## config.mk

```make
export PLATFORM = sky130hd
export DESIGN_NAME = nprs_ram
export DESIGN_NICKNAME = d
export VERILOG_FILES = /design/src/design/nprs_ram.sv
export SDC_FILE = /design/constraint.sdc
export NUM_CORES = 1
export LEC_CHECK = 0
export BUFFER_PORTS_ARGS = -buffer_cell sky130_fd_sc_hd__buf_4
export CAP_MARGIN = 20
export CORE_UTILIZATION = 60
export CTS_BUF_LIST = sky130_fd_sc_hd__clkbuf_4 sky130_fd_sc_hd__clkbuf_8
export CTS_CLUSTER_SIZE = 14
export DETAILED_ROUTE_END_ITERATION = 8
export GPL_ROUTABILITY_DRIVEN = 1
export PLACE_DENSITY = 0.89
export SLEW_MARGIN = 40
export SYNTH_ARGS = -nofsm -noshare
export SYNTH_HDL_FRONTEND = slang
export SYNTH_SLANG_ARGS = --single-unit
export TNS_END_PERCENT = 1
```

## constraint.sdc

```tcl
create_clock -name clk -period 4.1 [get_ports clk]
set_clock_uncertainty 0.15 [all_clocks]
set_input_delay 0.41 -clock clk [delete_from_list [all_inputs] [get_ports clk]]
set_output_delay 0.41 -clock clk [all_outputs]
set_load 0.02 [all_outputs]
```

## src/design/nprs_ram.sv

```systemverilog
// ----------------------------------------------------------------------------
// nprs_ram
// Generic simple dual-port RAM: one write port, one registered read port.
// ----------------------------------------------------------------------------
`default_nettype none

module nprs_ram #(
  parameter int WIDTH = 8,
  parameter int DEPTH = 16
) (
  input  wire logic                     clk,
  input  wire logic                     wr_en,
  input  wire logic [$clog2(DEPTH)-1:0] wr_addr,
  input  wire logic [WIDTH-1:0]         wr_data,
  input  wire logic [$clog2(DEPTH)-1:0] rd_addr,
  output logic      [WIDTH-1:0]         rd_data
);

  logic [WIDTH-1:0] mem_r [DEPTH];
  logic [WIDTH-1:0] rd_data_r;

  always_ff @(posedge clk) begin
    if (wr_en) begin
      mem_r[wr_addr] <= wr_data;
    end
  end

  always_ff @(posedge clk) begin
    rd_data_r <= mem_r[rd_addr];
  end

  assign rd_data = rd_data_r;

endmodule

`default_nettype wire

```

==> impl_metrics.json <==
{
  "status": "completed",
  "setup_viol": 0,
  "timing.critical_path.buf_inv": 1,
  "dpl.hpwl_um": 5460,
  "drv_cap": 0,
  "r2r_cells": 3,
  "cp_max_fo": 32,
  "nNetsFinal": 284,
  "synth_cells": 229,
  "fmax_ghz": 0.544,
  "power_density_nw_per_um2": 498,
  "synth_seq_cells": 136,
  "die_w_um": 94.6,
  "ant_nets": 0,
  "avgRoutedWirePerCell_um": 24.6,
  "first_pass_iters": 5,
  "cp_cell_sequence": "buf_4 -> mux4_1 -> a22oi_1 -> nand2_1",
  "syn_nets": 247,
  "initial_core_util": 0.623,
  "grt_use_total": 0.239,
  "cts_resized": 0,
  "slew_headroom": 0.443,
  "min_path_cells": 1,
  "max_slew.worst_pin.slew_ps": 833,
  "syn_area_um2": 5150,
  "min_from": "wr_data[4]",
  "crit_family": "multiplexers",
  "die_area_um2": 8950,
  "path_clk_slew_ps": 70,
  "htree_levels": 4,
  "ys_warn_count": 0,
  "grt_pass1_wl_um": 14000,
  "grt.overflow.total": 0,
  "critPathLaunchType": "input port",
  "cp_slowest_cell": "mux4_1",
  "die_height_um": 94.6,
  "worst-setup-path-type": "input port to register",
  "fillerInstances": 493,
  "cts_made_buffers": 17,
  "final_core_utilization": 0.711,
  "route.detailed.drc": 0,
  "rr_endpoint": "rd_data[5]$_DFF_P_",
  "vdd_drop_max_uv": 277,
  "clock_sinks": 136,
  "gp_congestion": 0.750,
  "reg2reg_setup_slack_ps": 2460,
  "p_leak_nw": 1.96,
  "drive_above_1_share": 0.312,
  "grt_pass1_vias": 2385,
  "max_stage_delay_ps": 660,
  "synth_cell_types": 19,
  "finalSetupTns_ps": 0,
  "dp_slack_ps": 1830,
  "arrival_ps": 1990,
  "cts-root-buf": "clkbuf_8",
  "drt_iter0_markers": 275,
  "hp-class": "input port to register",
  "timing.final.crit_share": 0.448,
  "ios": 26,
  "cts_tree": "built",
  "portBuffers": 25,
  "required_ps": 4250,
  "cts_hold_buf": 0,
  "reg2reg_from": "mem_r[0][5]$_DFFE_PP_",
  "antenna_found_initial": 0,
  "placed_area_um2": 5410,
  "std_cell_rows": 33,
  "design_area_um2": 5870,
  "hold_end": "mem_r[0][4]$_DFFE_PP_",
  "period_needed_ps": 1840,
  "setup_ws_ps": 2260,
  "via_per_inst": 6.27,
  "clock_latency_ps": 420,
  "drt-total-wl_um": 9440,
  "syn_area_per_cell_um2": 22.5,
  "finalHoldViolCount": 0,
  "diodes": 0,
  "areaGrowthSynthToFinish_pct": 14.1,
  "rsz0062_at_grt": "no",
  "postCtsSetupBuffers": 0,
  "core_area_um2": 8260,
  "grt_start_max_net_pins": 33,
  "via_count": 2406,
  "cp-end-kind": "register",
  "clockBufferDepth": 2,
  "synth-seq-area-share": 0.778,
  "final_max_slew_viol_count": 0
}
[how the worst max path moves through the flow]
stage,cells after the start,to,slack (ps),start
finish,4,rd_data[5]$_DFF_P_,2260,rd_addr[0]
global route,4,rd_data[5]$_DFF_P_,2220,rd_addr[0]
CTS,3,mem_r[3][3]$_DFFE_PP_,2290,wr_addr[2]
detailed placement,3,mem_r[3][1]$_DFFE_PP_,1830,wr_addr[2]
global placement,3,mem_r[0][2]$_DFFE_PP_,1730,wr_addr[2]
floorplan,2,mem_r[0][0]$_DFFE_PP_,2050,wr_addr[2]
[metal layers]
metal  global-route usage  wire length (um)
met3               0.0531               637
met1                0.340              3920
met2                0.360              4680
met4                0.112               204
met5                    0                 0
[sequential cells by signal, summed over array words and instances (netlist names)]
register	flops
rd_data	8
mem_r	128
[cells in the mapped netlist]
master | number | area, um^2
edfxtp_1 | 128 | 3840
nor2b_1 | 1 | 6.26
and2_1 | 1 | 6.26
dfxtp_1 | 8 | 160
mux4_2 | 18 | 405
nand3_1 | 1 | 5.00
clkdlybuf4s25_2 | 3 | 30.0
nand2_1 | 9 | 33.8
buf_2 | 3 | 15.0
nand2b_1 | 2 | 12.5
nor2_1 | 13 | 48.8
buf_6 | 3 | 33.8
buf_4 | 1 | 7.51
a22oi_1 | 16 | 120
mux4_1 | 14 | 368
and2b_1 | 1 | 7.51
nand3b_1 | 2 | 15.0
nor3_1 | 4 | 20.0
or3b_2 | 1 | 8.76
[logic make-up after synthesis]
family	synth area share
AND/OR/NAND/NOR	0.0318
flip-flops	0.778
AO/OA/AOI/OAI	0.0233
buffers and inverters	0.0168
multiplexers	0.150
[layout by cell type, fill, tap and decap left out, types with 2 or more instances in the layout]
cell type	synthesis	layout
bufinv_16	0	5
mux4_1	14	14
dfxtp_1	8	8
nor2_2	0	8
clkinv_2	0	5
nand2_1	9	9
edfxtp_1	128	128
nand3b_1	2	2
nand2b_1	2	2
nor3_1	4	3
clkbuf_8	0	17
mux4_2	18	18
nor2_1	13	5
buf_4	1	28
a22oi_1	16	16
[worst reg2reg max path: stages, from the launching register on]
cell and delay [ps]:
edfxtp_1 420, mux4_1 530, a22oi_1 330, nand2_1 100
[report_power, final]
group          internal (mW)  leakage, nW  switching, mW
clock                  0.726        0.227          0.482
combinational         0.0659        0.506         0.0902
sequential              1.55         1.22        0.00917
total                   2.34         1.96          0.582
[area by class of cell]
type	count	area [um^2]	area share
Sequential cell	136	4000	0.682
Multi-Input combinational cell	83	1080	0.184
Clock buffer	18	241	0.0411
Timing Repair Buffer	28	210	0.0358
Clock inverter	14	204	0.0347
Tap cell	105	131	0.0224
[through the flow]
| stage | cells | hold WS, ps | power, mW |
|---|---|---|---|
| global route | 384 | 125 | 3.01 |
| global placement | 352 | 493 | 1.74 |
| finish | 384 | 139 | 2.93 |
| CTS | 384 | 109 | 2.94 |
| floorplan | 229 | 359 | 1.68 |
| detailed placement | 352 | 503 | 1.75 |
Power figures use the tool's default switching activity.
