$ cat config.mk
export PLATFORM = sky130hd
export DESIGN_NAME = nprs_axis_cell
export DESIGN_NICKNAME = d
export VERILOG_FILES = /design/src/design/nprs_pkg.sv /design/src/design/nprs_axis_cell.sv
export SDC_FILE = /design/constraint.sdc
export NUM_CORES = 1
export LEC_CHECK = 0
export ABC_AREA = 1
export BUFFER_PORTS_ARGS = -buffer_cell sky130_fd_sc_hd__buf_4
export CAP_MARGIN = 10
export CORE_MARGIN = 1
export CORE_UTILIZATION = 42
export CTS_BUF_LIST = sky130_fd_sc_hd__clkbuf_2 sky130_fd_sc_hd__clkbuf_4 sky130_fd_sc_hd__clkbuf_8
export CTS_CLUSTER_DIAMETER = 120
export DETAILED_ROUTE_END_ITERATION = 16
export GPL_ROUTABILITY_DRIVEN = 0
export SLEW_MARGIN = 5
export SYNTH_ARGS = -nofsm -noshare
export SYNTH_HDL_FRONTEND = slang
export SYNTH_SLANG_ARGS = --single-unit
$ cat constraint.sdc
create_clock -name clk -period 5.7 [get_ports clk]
set_input_delay 1.14 -clock clk [delete_from_list [all_inputs] [get_ports clk]]
set_output_delay 1.14 -clock clk [all_outputs]
set_load 0.01 [all_outputs]
$ cat src/design/nprs_pkg.sv
// ----------------------------------------------------------------------------
// nprs_pkg
// Shared widths, command codes and record types of the nearest point search.
// ----------------------------------------------------------------------------
`default_nettype none

package nprs_pkg;

  localparam int TABLE_DEPTH = 1024;
  localparam int ADDR_W      = $clog2(TABLE_DEPTH);
  localparam int SLOT_W      = 10;
  localparam int CMP_W       = ((ADDR_W > SLOT_W) ? ADDR_W : SLOT_W) + 1;
  localparam int KEY_W       = 16;
  localparam int POS_W       = 24;
  localparam int REACH_W     = 23;
  localparam int SQ_W        = 2 * POS_W;
  localparam int SUM_W       = SQ_W + 2;
  localparam int LIM2_W      = 2 * REACH_W;
  localparam int CMD_W       = 2;

  typedef logic [ADDR_W-1:0] addr_t;
  typedef logic [CMP_W-1:0]  slot_ext_t;
  typedef logic [SUM_W-1:0]  sum_t;

  localparam addr_t LAST_ADDR = addr_t'(TABLE_DEPTH - 1);

  localparam logic [CMD_W-1:0] CMD_WRITE  = 2'd0;
  localparam logic [CMD_W-1:0] CMD_REMOVE = 2'd1;
  localparam logic [CMD_W-1:0] CMD_QUERY  = 2'd2;

  typedef struct packed {
    logic                    written;
    logic                    active;
    logic                    enabled;
    logic [KEY_W-1:0]        key;
    logic signed [POS_W-1:0] x;
    logic signed [POS_W-1:0] y;
    logic signed [POS_W-1:0] z;
    logic [REACH_W-1:0]      reach;
  } entry_t;

  localparam int ENTRY_W = $bits(entry_t);

  typedef struct packed {
    logic                    vld;
    logic                    qual;
    logic                    last;
    logic [KEY_W-1:0]        key;
    logic [REACH_W-1:0]      lim;
    logic signed [POS_W-1:0] cx;
    logic signed [POS_W-1:0] cy;
    logic signed [POS_W-1:0] cz;
    sum_t                    sum;
  } scan_t;

  typedef struct packed {
    logic             vld;
    logic             found;
    logic [KEY_W-1:0] key;
  } res_t;

endpackage

`default_nettype wire

$ cat src/design/nprs_axis_cell.sv
// ----------------------------------------------------------------------------
// nprs_axis_cell
// One cell of the distance chain: holds one query coordinate, adds the squared
// difference of the leading entry coordinate and rotates the coordinates on.
// ----------------------------------------------------------------------------
`default_nettype none

module nprs_axis_cell (
  input  wire logic                              clk,
  input  wire logic                              rst_n,
  input  wire logic                              q_load,
  input  wire logic signed [nprs_pkg::POS_W-1:0] q_pos,
  input  wire nprs_pkg::scan_t                   cell_in,
  output nprs_pkg::scan_t                        cell_out
);

  logic signed [nprs_pkg::POS_W-1:0] q_r;
  logic signed [nprs_pkg::POS_W:0]   diff;
  logic [nprs_pkg::POS_W-1:0]        mag_nxt;
  logic [nprs_pkg::POS_W-1:0]        mag_r;
  logic [nprs_pkg::SQ_W-1:0]         sq;
  nprs_pkg::scan_t                   s1_nxt;
  nprs_pkg::scan_t                   s1_r;
  nprs_pkg::scan_t                   s2_nxt;
  nprs_pkg::scan_t                   s2_r;
  logic                              s1_vld_r;
  logic                              s2_vld_r;

  always_ff @(posedge clk) begin
    if (q_load) begin
      q_r <= q_pos;
    end
  end

  always_comb begin
    diff    = {cell_in.cx[nprs_pkg::POS_W-1], cell_in.cx} - {q_r[nprs_pkg::POS_W-1], q_r};
    mag_nxt = diff[nprs_pkg::POS_W] ? nprs_pkg::POS_W'(-diff) : nprs_pkg::POS_W'(diff);
    s1_nxt    = cell_in;
    s1_nxt.cx = cell_in.cy;
    s1_nxt.cy = cell_in.cz;
    s1_nxt.cz = cell_in.cx;
  end

  always_comb begin
    sq         = mag_r * mag_r;
    s2_nxt     = s1_r;
    s2_nxt.sum = s1_r.sum + nprs_pkg::SUM_W'(sq);
  end

  always_ff @(posedge clk) begin
    if (!rst_n) begin
      s1_vld_r <= 1'b0;
      s2_vld_r <= 1'b0;
    end else begin
      s1_vld_r <= cell_in.vld;
      s2_vld_r <= s1_vld_r;
    end
  end

  always_ff @(posedge clk) begin
    s1_r  <= s1_nxt;
    mag_r <= mag_nxt;
    s2_r  <= s2_nxt;
  end

  always_comb begin
    cell_out     = s2_r;
    cell_out.vld = s2_vld_r;
  end

endmodule

`default_nettype wire

==> out/qor.csv <==
metric,value,unit
outcome,"finished, violations left",
failing checks,setup timing,
Final period util,1.07,
Worst-Skew Late Latency,0.67,ns
Pre-antenna DRT Iters,5,
Hold Path Depth,0,
Hold Path End,cell_out[86],
share of post-route cells with drive strength above 1,0.328,
CTS tree,built,
max incr delay on CP,0.58,ns
Detail Route Antenna Nets,0,
min cycle time layout,6.09,ns
crit end category,register,
buffers added on ports,354,
Mapped Nets,3985,
layout filler cell count,5886,
starting density of the core,0.426,
CP top delay family,adder cells,
WP data required,6.25,ns
Max Fclk,164,MHz
GRT Residual Overflow,0,
CTS buffer count,69,
Slew @ Worst Pin,0.393,ns
pins over their slew limit,0,
DRC Markers,0,
reg-to-reg endpoint,cell_out[48],
Buf/Inv on CP,10,
Post-synth top flop,dfxtp_1,
row count,95,
Syn Area/Cell,9.18,µm²
Place WS,-0.787,ns
I/O pins,355,
CTS Sinks,376,
Vias,21700,
area fraction of the dominant cell type after synthesis,0.327,
first-pass GRT wire length,121000,µm
HP Start,s1_r[86],
number of setup violations in the final report,33,
antenna violations before repair,0,
kind of critical path,register to register,
ranking of synthesized cells by area,"fa_1, dfxtp_1, inv_1, ha_1, nand2_1",
Final Hold Vio Count,0,
number of hold buffers added after cts,0,
Worst Hold Class,register to register,
sequential cell area,7850,µm²
Synth Instances,3120,
die width,263,µm
Final WS setup,-0.392,ns
Post-synth EDFFs,24,
detailed-route wire length per cell,15.2,µm
Worst EP arrival,6.64,ns
most common cell in the netlist,inv_1,
register area share after synthesis,0.271,
Final Routed Wirelength,73400,µm
register bit total from synthesis,376,
FF-to-FF Start,mag_r[15],
synth cell count leaders,"inv_1, nand2_1, fa_1, dfxtp_1, ha_1",
hpwl dp,59000,µm
reg2reg path depth,27,
Clock Root Buffer,clkbuf_8,
Die H,263,µm
Multi-input gate area,18700,µm²
worst hold margin,0.306,ns
vias in the first global route,24200,
Mapped Area,28600,µm²
number of H-tree levels,3,
Nets,4754,
RSZ-0062 raised after global routing,yes,
Worst-path clk slew,0.06,ns
largest net degree at the start of global routing,25,
area delta synth->final,36.4,%
asr flop ratio synth,0,
CP Max Fanout,5,
Synth area leader,fa_1,
Max Buffers Root-to-Sink,3,
# diodes,0,
DR vias/cell,4.51,
crit path launch type,register,
GRT Util Overall,0.221,
CP max-delay cell,fa_1,
reg2reg setup slack,-0.39,ns
max cap viols,0,
CP dominant cell by count,fa_1,
Layout Skew,0.0334,ns
Core ar.,67300,µm²
DR iter-0 viols,887,
relative max-transition margin,0.735,
die area,69200,µm²
"Distinct cells, synth",45,
Syn. warnings,0,
==> registers in the layout (all words and copies together) (netlist names) <==
signal,flops
q_r,24
cell_out,163
s1_vld_r,1
mag_r,24
s1_r,163
s2_vld_r,1
==> worst max-delay path by stage <==
stage	start	endpoint	slack, ns	cells past startpoint
final	mag_r[15]	cell_out[48]	-0.39	27
after CTS	mag_r[15]	cell_out[46]	-0.37	25
after global routing	mag_r[15]	cell_out[48]	-0.65	27
after detailed placement	mag_r[4]	cell_out[47]	-0.79	22
after floorplan	mag_r[12]	cell_out[37]	-0.02	25
after global placement	mag_r[4]	cell_out[47]	-0.73	22
==> metrics by stage <==
stage / cell area [µm²] / utilization / std cells / setup TNS, ns
after floorplan: 29200 / - / 3120 / -0.0445
after global placement: 34800 / 0.517 / 4598 / -20.02
after detailed placement: 34800 / 0.517 / 4598 / -21.35
after CTS: 38200 / 0.567 / 4788 / -8.01
after global routing: 39000 / 0.580 / 4814 / -16.44
final: 39000 / 0.580 / 4814 / -8.34
==> layer usage <==
layer / routed length, µm / vias up / global-route usage
met4: 2560 / 0 / 0.0771
met5: 0 / - / 0
li1: - / 10500 / -
met1: 29300 / 10500 / 0.257
met3: 4050 / 142 / 0.0422
met2: 37500 / 536 / 0.403
==> final cells by class <==
type                    instances  share of cell area
clock inverters                23             0.00811
repair buffers                752               0.159
multi-input cells            1738               0.479
clock buffers                 100              0.0327
well taps                     873              0.0280
inverters                     952              0.0919
flip-flops and latches        376               0.201
==> kinds of logic after synthesis <==
kind of cell | synth area share
buffers and inverters | 0.133
adders and majority gates | 0.417
DFF | 0.271
and+or+nand+nor | 0.120
xor gates and xnor gates | 0.0223
AOI/OAI and AO/OA | 0.0373
==> layout by cell type (no fill, tap or decap), types with 24 or more instances in the layout <==
cell type	count
inv_1	869
buf_4	679
nand2_1	482
fa_1	436
dfxtp_1	330
ha_1	179
clkbuf_8	84
nor2_1	81
inv_2	78
nand2_2	71
a21oi_1	48
nand3_1	42
xor2_1	37
buf_6	35
fa_2	31
nand2_4	29
buf_12	29
ha_4	28
xnor2_1	27
nor2_4	26
a21oi_2	25
edfxtp_1	24
==> what timing repair did <==
action / 4_1_cts / 5_1_grt
pin swaps: 134 / 135
setup endpoints to repair: 38 / 39
buffers inserted: 71 / 28
gates resized for setup: 320 / 187
Power is not shown: default switching activity piles up to over one toggle a cycle in this logic, so the estimate is an artifact.
