<file path="config.mk">
export PLATFORM = sky130hd
export DESIGN_NAME = nprs_best
export DESIGN_NICKNAME = d
export VERILOG_FILES = /design/src/design/nprs_pkg.sv /design/src/design/nprs_best.sv
export SDC_FILE = /design/constraint.sdc
export NUM_CORES = 1
export LEC_CHECK = 0
export ABC_AREA = 1
export BUFFER_PORTS_ARGS = -buffer_cell sky130_fd_sc_hd__buf_4
export CAP_MARGIN = 10
export CORE_MARGIN = 3
export CORE_UTILIZATION = 60
export DETAILED_ROUTE_END_ITERATION = 7
export GPL_ROUTABILITY_DRIVEN = 1
export PLACE_DENSITY = 0.8
export SLEW_MARGIN = 20
export SYNTH_ARGS = -nofsm -noshare
export SYNTH_HDL_FRONTEND = slang
export SYNTH_SLANG_ARGS = --single-unit
</file>
<file path="constraint.sdc">
create_clock -name clk -period 12.1 [get_ports clk]
set_input_delay 1.815 -clock clk [delete_from_list [all_inputs] [get_ports clk]]
set_output_delay 1.815 -clock clk [all_outputs]
set_load 0.02 [all_outputs]
</file>
<file path="src/design/nprs_pkg.sv">
// ----------------------------------------------------------------------------
// nprs_pkg
// Shared widths, command codes and record types of the nearest point search.
// ----------------------------------------------------------------------------
`default_nettype none

package nprs_pkg;

  localparam int TABLE_DEPTH = 1024;
  localparam int ADDR_W      = $clog2(TABLE_DEPTH);
  localparam int SLOT_W      = 10;
  localparam int CMP_W       = ((ADDR_W > SLOT_W) ? ADDR_W : SLOT_W) + 1;
  localparam int KEY_W       = 16;
  localparam int POS_W       = 24;
  localparam int REACH_W     = 23;
  localparam int SQ_W        = 2 * POS_W;
  localparam int SUM_W       = SQ_W + 2;
  localparam int LIM2_W      = 2 * REACH_W;
  localparam int CMD_W       = 2;

  typedef logic [ADDR_W-1:0] addr_t;
  typedef logic [CMP_W-1:0]  slot_ext_t;
  typedef logic [SUM_W-1:0]  sum_t;

  localparam addr_t LAST_ADDR = addr_t'(TABLE_DEPTH - 1);

  localparam logic [CMD_W-1:0] CMD_WRITE  = 2'd0;
  localparam logic [CMD_W-1:0] CMD_REMOVE = 2'd1;
  localparam logic [CMD_W-1:0] CMD_QUERY  = 2'd2;

  typedef struct packed {
    logic                    written;
    logic                    active;
    logic                    enabled;
    logic [KEY_W-1:0]        key;
    logic signed [POS_W-1:0] x;
    logic signed [POS_W-1:0] y;
    logic signed [POS_W-1:0] z;
    logic [REACH_W-1:0]      reach;
  } entry_t;

  localparam int ENTRY_W = $bits(entry_t);

  typedef struct packed {
    logic                    vld;
    logic                    qual;
    logic                    last;
    logic [KEY_W-1:0]        key;
    logic [REACH_W-1:0]      lim;
    logic signed [POS_W-1:0] cx;
    logic signed [POS_W-1:0] cy;
    logic signed [POS_W-1:0] cz;
    sum_t                    sum;
  } scan_t;

  typedef struct packed {
    logic             vld;
    logic             found;
    logic [KEY_W-1:0] key;
  } res_t;

endpackage

`default_nettype wire

</file>
<file path="src/design/nprs_best.sv">
// ----------------------------------------------------------------------------
// nprs_best
// Limit check and running minimum at the end of the chain; emits one result
// when the last slot of a query has passed.
// ----------------------------------------------------------------------------
`default_nettype none

module nprs_best (
  input  wire logic            clk,
  input  wire logic            rst_n,
  input  wire nprs_pkg::scan_t best_in,
  output nprs_pkg::res_t       res
);

  logic                        b_vld_r;
  logic                        qual_r;
  logic                        last_r;
  logic [nprs_pkg::KEY_W-1:0]  key_r;
  nprs_pkg::sum_t              d2_r;
  logic [nprs_pkg::LIM2_W-1:0] lim2_nxt;
  logic [nprs_pkg::LIM2_W-1:0] lim2_r;
  logic                        hit;
  logic                        better;
  logic                        found_nxt;
  logic                        found_r;
  nprs_pkg::sum_t              best_nxt;
  nprs_pkg::sum_t              best_r;
  logic [nprs_pkg::KEY_W-1:0]  bkey_nxt;
  logic [nprs_pkg::KEY_W-1:0]  bkey_r;
  logic                        res_vld_r;
  logic                        res_found_r;
  logic [nprs_pkg::KEY_W-1:0]  res_key_r;

  assign lim2_nxt = best_in.lim * best_in.lim;

  always_comb begin
    hit       = qual_r && (d2_r < nprs_pkg::SUM_W'(lim2_r));
    better    = hit && (!found_r || (d2_r < best_r));
    found_nxt = found_r || better;
    best_nxt  = better ? d2_r : best_r;
    bkey_nxt  = better ? key_r : bkey_r;
  end

  always_ff @(posedge clk) begin
    if (!rst_n) begin
      b_vld_r   <= 1'b0;
      found_r   <= 1'b0;
      res_vld_r <= 1'b0;
    end else begin
      b_vld_r   <= best_in.vld;
      res_vld_r <= b_vld_r && last_r;
      if (b_vld_r) begin
        found_r <= last_r ? 1'b0 : found_nxt;
      end
    end
  end

  always_ff @(posedge clk) begin
    qual_r <= best_in.qual;
    last_r <= best_in.last;
    key_r  <= best_in.key;
    d2_r   <= best_in.sum;
    lim2_r <= lim2_nxt;
    if (b_vld_r) begin
      best_r <= best_nxt;
      bkey_r <= bkey_nxt;
    end
    if (b_vld_r && last_r) begin
      res_found_r <= found_nxt;
      res_key_r   <= found_nxt ? bkey_nxt : '0;
    end
  end

  always_comb begin
    res.vld   = res_vld_r;
    res.found = res_found_r;
    res.key   = res_key_r;
  end

endmodule

`default_nettype wire

</file>
==> metrics.sh <==
RUN_STATUS='finished, final reports clean'
MAXCAPVIOLCOUNT=0
CLOCK_SINKS=199
GP_ROUTABILITY_CONGESTION=0.9492
CTS_TREE='done'
PORTBUFS=111
GRT_SETUP_UNREPAIRED='no'
CLOCK_NETWORK_LATENCY_TO_THE_LATER_PIN_OF_THE_WORST_SKEW_PAIR_PS=440
TIMING_WORST_SLEW_PIN_VALUE_PS=774.9
DETAIL-ROUTE-ANTENNA-NETS=0
ROWS=71
GRT_PASS1_VIAS=18620
GLOBAL_ROUTE.OVERFLOW_TOTAL=0
TOTALNEGATIVESETUPSLACK_PS=0
CRIT_FANOUT=23
SYNTHFLOPTYPE='sky130_fd_sc_hd__dfxtp_1'
HOLD_PATH_CLASS='flop to flop'
AREA_GROWTH_SYN_TO_LAYOUT_PCT=8.131
CLK_TRANSITION_REPORTED_PATHS_PS=80
FINAL-INSTANCE-COUNT-EXCL-FILL=3273
AREA_OF_THE_MAPPED_NETLIST_UM2=23540
LAYOUT_WORST_PATH_CYCLE_SHARE=0.6211
GRTUSAGETOTAL=0.2596
FINALCRITICALPERIOD_PS=7515
GRT_START_MAX_NET_PINS=51
GLOBAL_ROUTE_WIRE_LENGTH_BEFORE_REPAIR_UM=87070
POST_CTS_HOLD_BUFFER_COUNT=0
GLOBALROUTE.BUSIESTLAYER='met2'
DETAILEDROUTE.FIRSTITERATIONVIOLATIONS=1025
REG2REG_FROM='best_r[13]'
FP.DIEW_UM=204.1
COREAREA_UM2=38200
GROUTE.LAYER.MET3.USAGE=0.03201
CTSLONGESTPATHBUFFERS=2
PLACEMENT.SETUP.WORST_SLACK_PS=4148
INSERTEDDIODECOUNT=0
YS_FF_LATCH=199
DPL.HPWL_UM=43310
WORST_SETUP_END_KIND='flop'
YS_ASYNC_SR_FRACTION=0
DIE-AREA_UM2=41650
USE_MET1=0.3223
CRIT_PATH_START='best_in[130]'
MAX_FREQ_MHz=133.1
DRT_DRC=0
DIE_HEIGHT_UM=204.1
CRITPATHCAPTURE='lim2_r[20]'
CTS_HTREE_LEVELS=4
SYNTHCELLS=2674
POSTLAYOUTSETUPSLACKWORST_PS=4585
POST-SYNTH-TOP-AREA-CELL='sky130_fd_sc_hd__fa_1'
TRITONCTS.NUM_BUFFERS=17
SYNTH-EDFF-COUNT=83
WORST-ENDPOINT-REQUIRED_PS=12440
POST_CTS.RESIZED_INSTANCES=0
NUMBER_OF_ANTENNA_VIOLATIONS_AT_THE_FIRST_CHECK_IN_GLOBAL_ROUTING=3
FINCLKSKEW_PS=13.54
GRT.MET2_USAGE=0.4704
NUM_VIAS=16980
SYNTHESIS.YOSYS.WARNINGS=0
POST_CTS_SETUP_DRIVEN_BUFFER_INSERTION_COUNT=0
SETUP_VIOLATIONS=0
TIMING.FINAL.HOLD_VIOLATIONS=0
PLACEDCELLCOUNT=3241
MAPPEDNETLISTNETS=3494
TOTALWIRELENGTH_UM=51780
MAXSLEWHEADROOM=0.4827
DESIGN.FINAL.NETS=3569
CLOCK-ROOT-BUFFER='sky130_fd_sc_hd__clkbuf_16'
ROUTE.DETAILED.VIAS_PER_INST=5.188
TIMING.SETUP.CRITICAL_PATH_CLASS='input pin to flop'
SYNTHDOMINANTCELLAREASHARE=0.3274
FINAL-MAX-SLEW-VIOLATION-COUNT=0
REG2REGPATHDEPTH=12
SYNTH_TOP_CELLS_BY_AREA='sky130_fd_sc_hd__fa_1 33%, sky130_fd_sc_hd__ha_1 14%, sky130_fd_sc_hd__inv_1 13%, sky130_fd_sc_hd__edfxtp_1 11%, sky130_fd_sc_hd__dfxtp_1 9.9%'
ROUTEDWLPERCELL_UM=15.82
DRT_PASS1_ITERATIONS=6
ENDPOINT_OF_THE_WORST_SLACK_REG_TO_REG_TIMING_PATH='best_r[38]'
SEQ_AREA_FRAC_SYNTH=0.2045
NUM_IO_PINS=184
START_UTIL=0.6163
R2R_SLACK_PS=8800
CRIT_ARRIVAL_PS=7850
SYN_AREA_PER_CELL_UM2=8.804
LAYOUT-DRIVE-GT1-SHARE=0.05648
SYNTH.DISTINCT_CELLS=37
SETUP.WORST_PATH.START_CLASS='input pin'
## kinds of logic (layout without fill, tap and decap cells)
| kind of cell | count (synthesis) | after routing | share of synthesized area |
|---|---|---|---|
| DFF | 199 | 199 | 0.2045 |
| xor gates and xnor gates | 56 | 56 | 0.02083 |
| buffers and inverters | 856 | 944 | 0.1375 |
| muxes | 1 | 1 | 0.0004783 |
| adders and majority gates | 654 | 654 | 0.4703 |
| AOI/OAI and AO/OA | 182 | 182 | 0.04385 |
| and+or+nand+nor | 726 | 726 | 0.1225 |
## flip-flops by register name, indices dropped and copies added, names as in the netlist
name	flops
b_vld_r	1
best_r	50
bkey_r	16
d2_r	50
found_r	1
key_r	16
last_r	1
lim2_r	45
qual_r	1
res_found_r	1
res_key_r	16
res_vld_r	1
## routing by layer
metal / wire, µm / vias to the layer above
met2: 26720 / 504
met3: 2745 / 116
met1: 20820 / 8330
met5: 30 / -
li1: - / 8025
met4: 1466 / 4
## area by class of cell
cell class | count | area, µm²
multi-input combinational | 1619 | 15500
clock buffer | 17 | 425.4
timing repair buffer | 112 | 840.8
inverter | 800 | 3003
sequential | 199 | 4815
tap | 511 | 639.4
clock inverter | 15 | 235.2
fill | 2996 | 12740
## cell usage after synthesis (2+ instances only)
library cell,count
sky130_fd_sc_hd__inv_1,800
sky130_fd_sc_hd__nand2_1,502
sky130_fd_sc_hd__fa_1,385
sky130_fd_sc_hd__ha_1,269
sky130_fd_sc_hd__nor2_1,133
sky130_fd_sc_hd__dfxtp_1,116
sky130_fd_sc_hd__a21oi_1,93
sky130_fd_sc_hd__edfxtp_1,83
sky130_fd_sc_hd__nand3_1,53
sky130_fd_sc_hd__clkbuf_1,49
sky130_fd_sc_hd__o21ai_0,40
sky130_fd_sc_hd__xor2_1,39
sky130_fd_sc_hd__xnor2_1,17
sky130_fd_sc_hd__nand4_1,15
sky130_fd_sc_hd__nor3_1,14
sky130_fd_sc_hd__o21a_1,13
sky130_fd_sc_hd__a21o_1,9
sky130_fd_sc_hd__a21boi_0,8
sky130_fd_sc_hd__a31oi_1,6
sky130_fd_sc_hd__a21oi_2,4
sky130_fd_sc_hd__buf_4,4
sky130_fd_sc_hd__o211ai_1,3
sky130_fd_sc_hd__o21bai_1,3
sky130_fd_sc_hd__nor2_4,2
sky130_fd_sc_hd__nor4_1,2
## through the flow
stage	hold WS [ps]	utilization	instance area, µm²
floorplan	408.2	-	23540
global placement	442.7	0.6491	24800
detailed placement	453.7	0.6491	24800
CTS	472.7	0.6664	25460
global route	480.9	0.6664	25460
finish	463.3	0.6664	25460
## worst min-delay path by stage
stage,startpoint,end,slack (ps),cells past startpoint
6_report,d2_r[0],best_r[0],460,0
3_3_place_gp,d2_r[0],best_r[0],440,0
4_1_cts,d2_r[0],best_r[0],470,0
2_1_floorplan,d2_r[0],best_r[0],410,0
5_1_grt,d2_r[0],best_r[0],480,0
3_5_place_dp,d2_r[0],best_r[0],450,0
## critical path, cell delays in order
cell and delay [ps]:
sky130_fd_sc_hd__buf_4 300, sky130_fd_sc_hd__nand2_1 140, sky130_fd_sc_hd__fa_1 620, sky130_fd_sc_hd__inv_1 80, sky130_fd_sc_hd__fa_1 510, sky130_fd_sc_hd__inv_1 60
sky130_fd_sc_hd__fa_1 480, sky130_fd_sc_hd__inv_1 50, sky130_fd_sc_hd__fa_1 510, sky130_fd_sc_hd__inv_1 60, sky130_fd_sc_hd__fa_1 530, sky130_fd_sc_hd__inv_1 50
sky130_fd_sc_hd__fa_1 510, sky130_fd_sc_hd__fa_1 420, sky130_fd_sc_hd__ha_1 340, sky130_fd_sc_hd__a21oi_1 240, sky130_fd_sc_hd__a21boi_0 400, sky130_fd_sc_hd__nor2_1 80
sky130_fd_sc_hd__nor2_1 130, sky130_fd_sc_hd__nand2_1 80, sky130_fd_sc_hd__a21oi_1 220, sky130_fd_sc_hd__xnor2_1 200
## placed cells by master (no fill, tap or decap), drive strengths merged, types with 2 or more instances in the layout
cell,Yosys,final
inv,800,805
nand2,504,504
fa,385,385
ha,269,269
nor2,135,135
dfxtp,116,116
buf,7,112
a21oi,97,97
edfxtp,83,83
nand3,53,53
o21ai,40,40
xor2,39,39
xnor2,17,17
clkbuf,49,17
nand4,15,15
nor3,14,14
o21a,13,13
a21o,9,9
a21boi,8,8
a31oi,6,6
clkinv,0,5
o211ai,3,3
o21bai,3,3
bufinv,0,3
nor4,2,2
clkinvlp,0,2
Power is left out: the tool's default activity adds up to more than one toggle a clock period on the data nets, which glitch-free logic cannot reach.
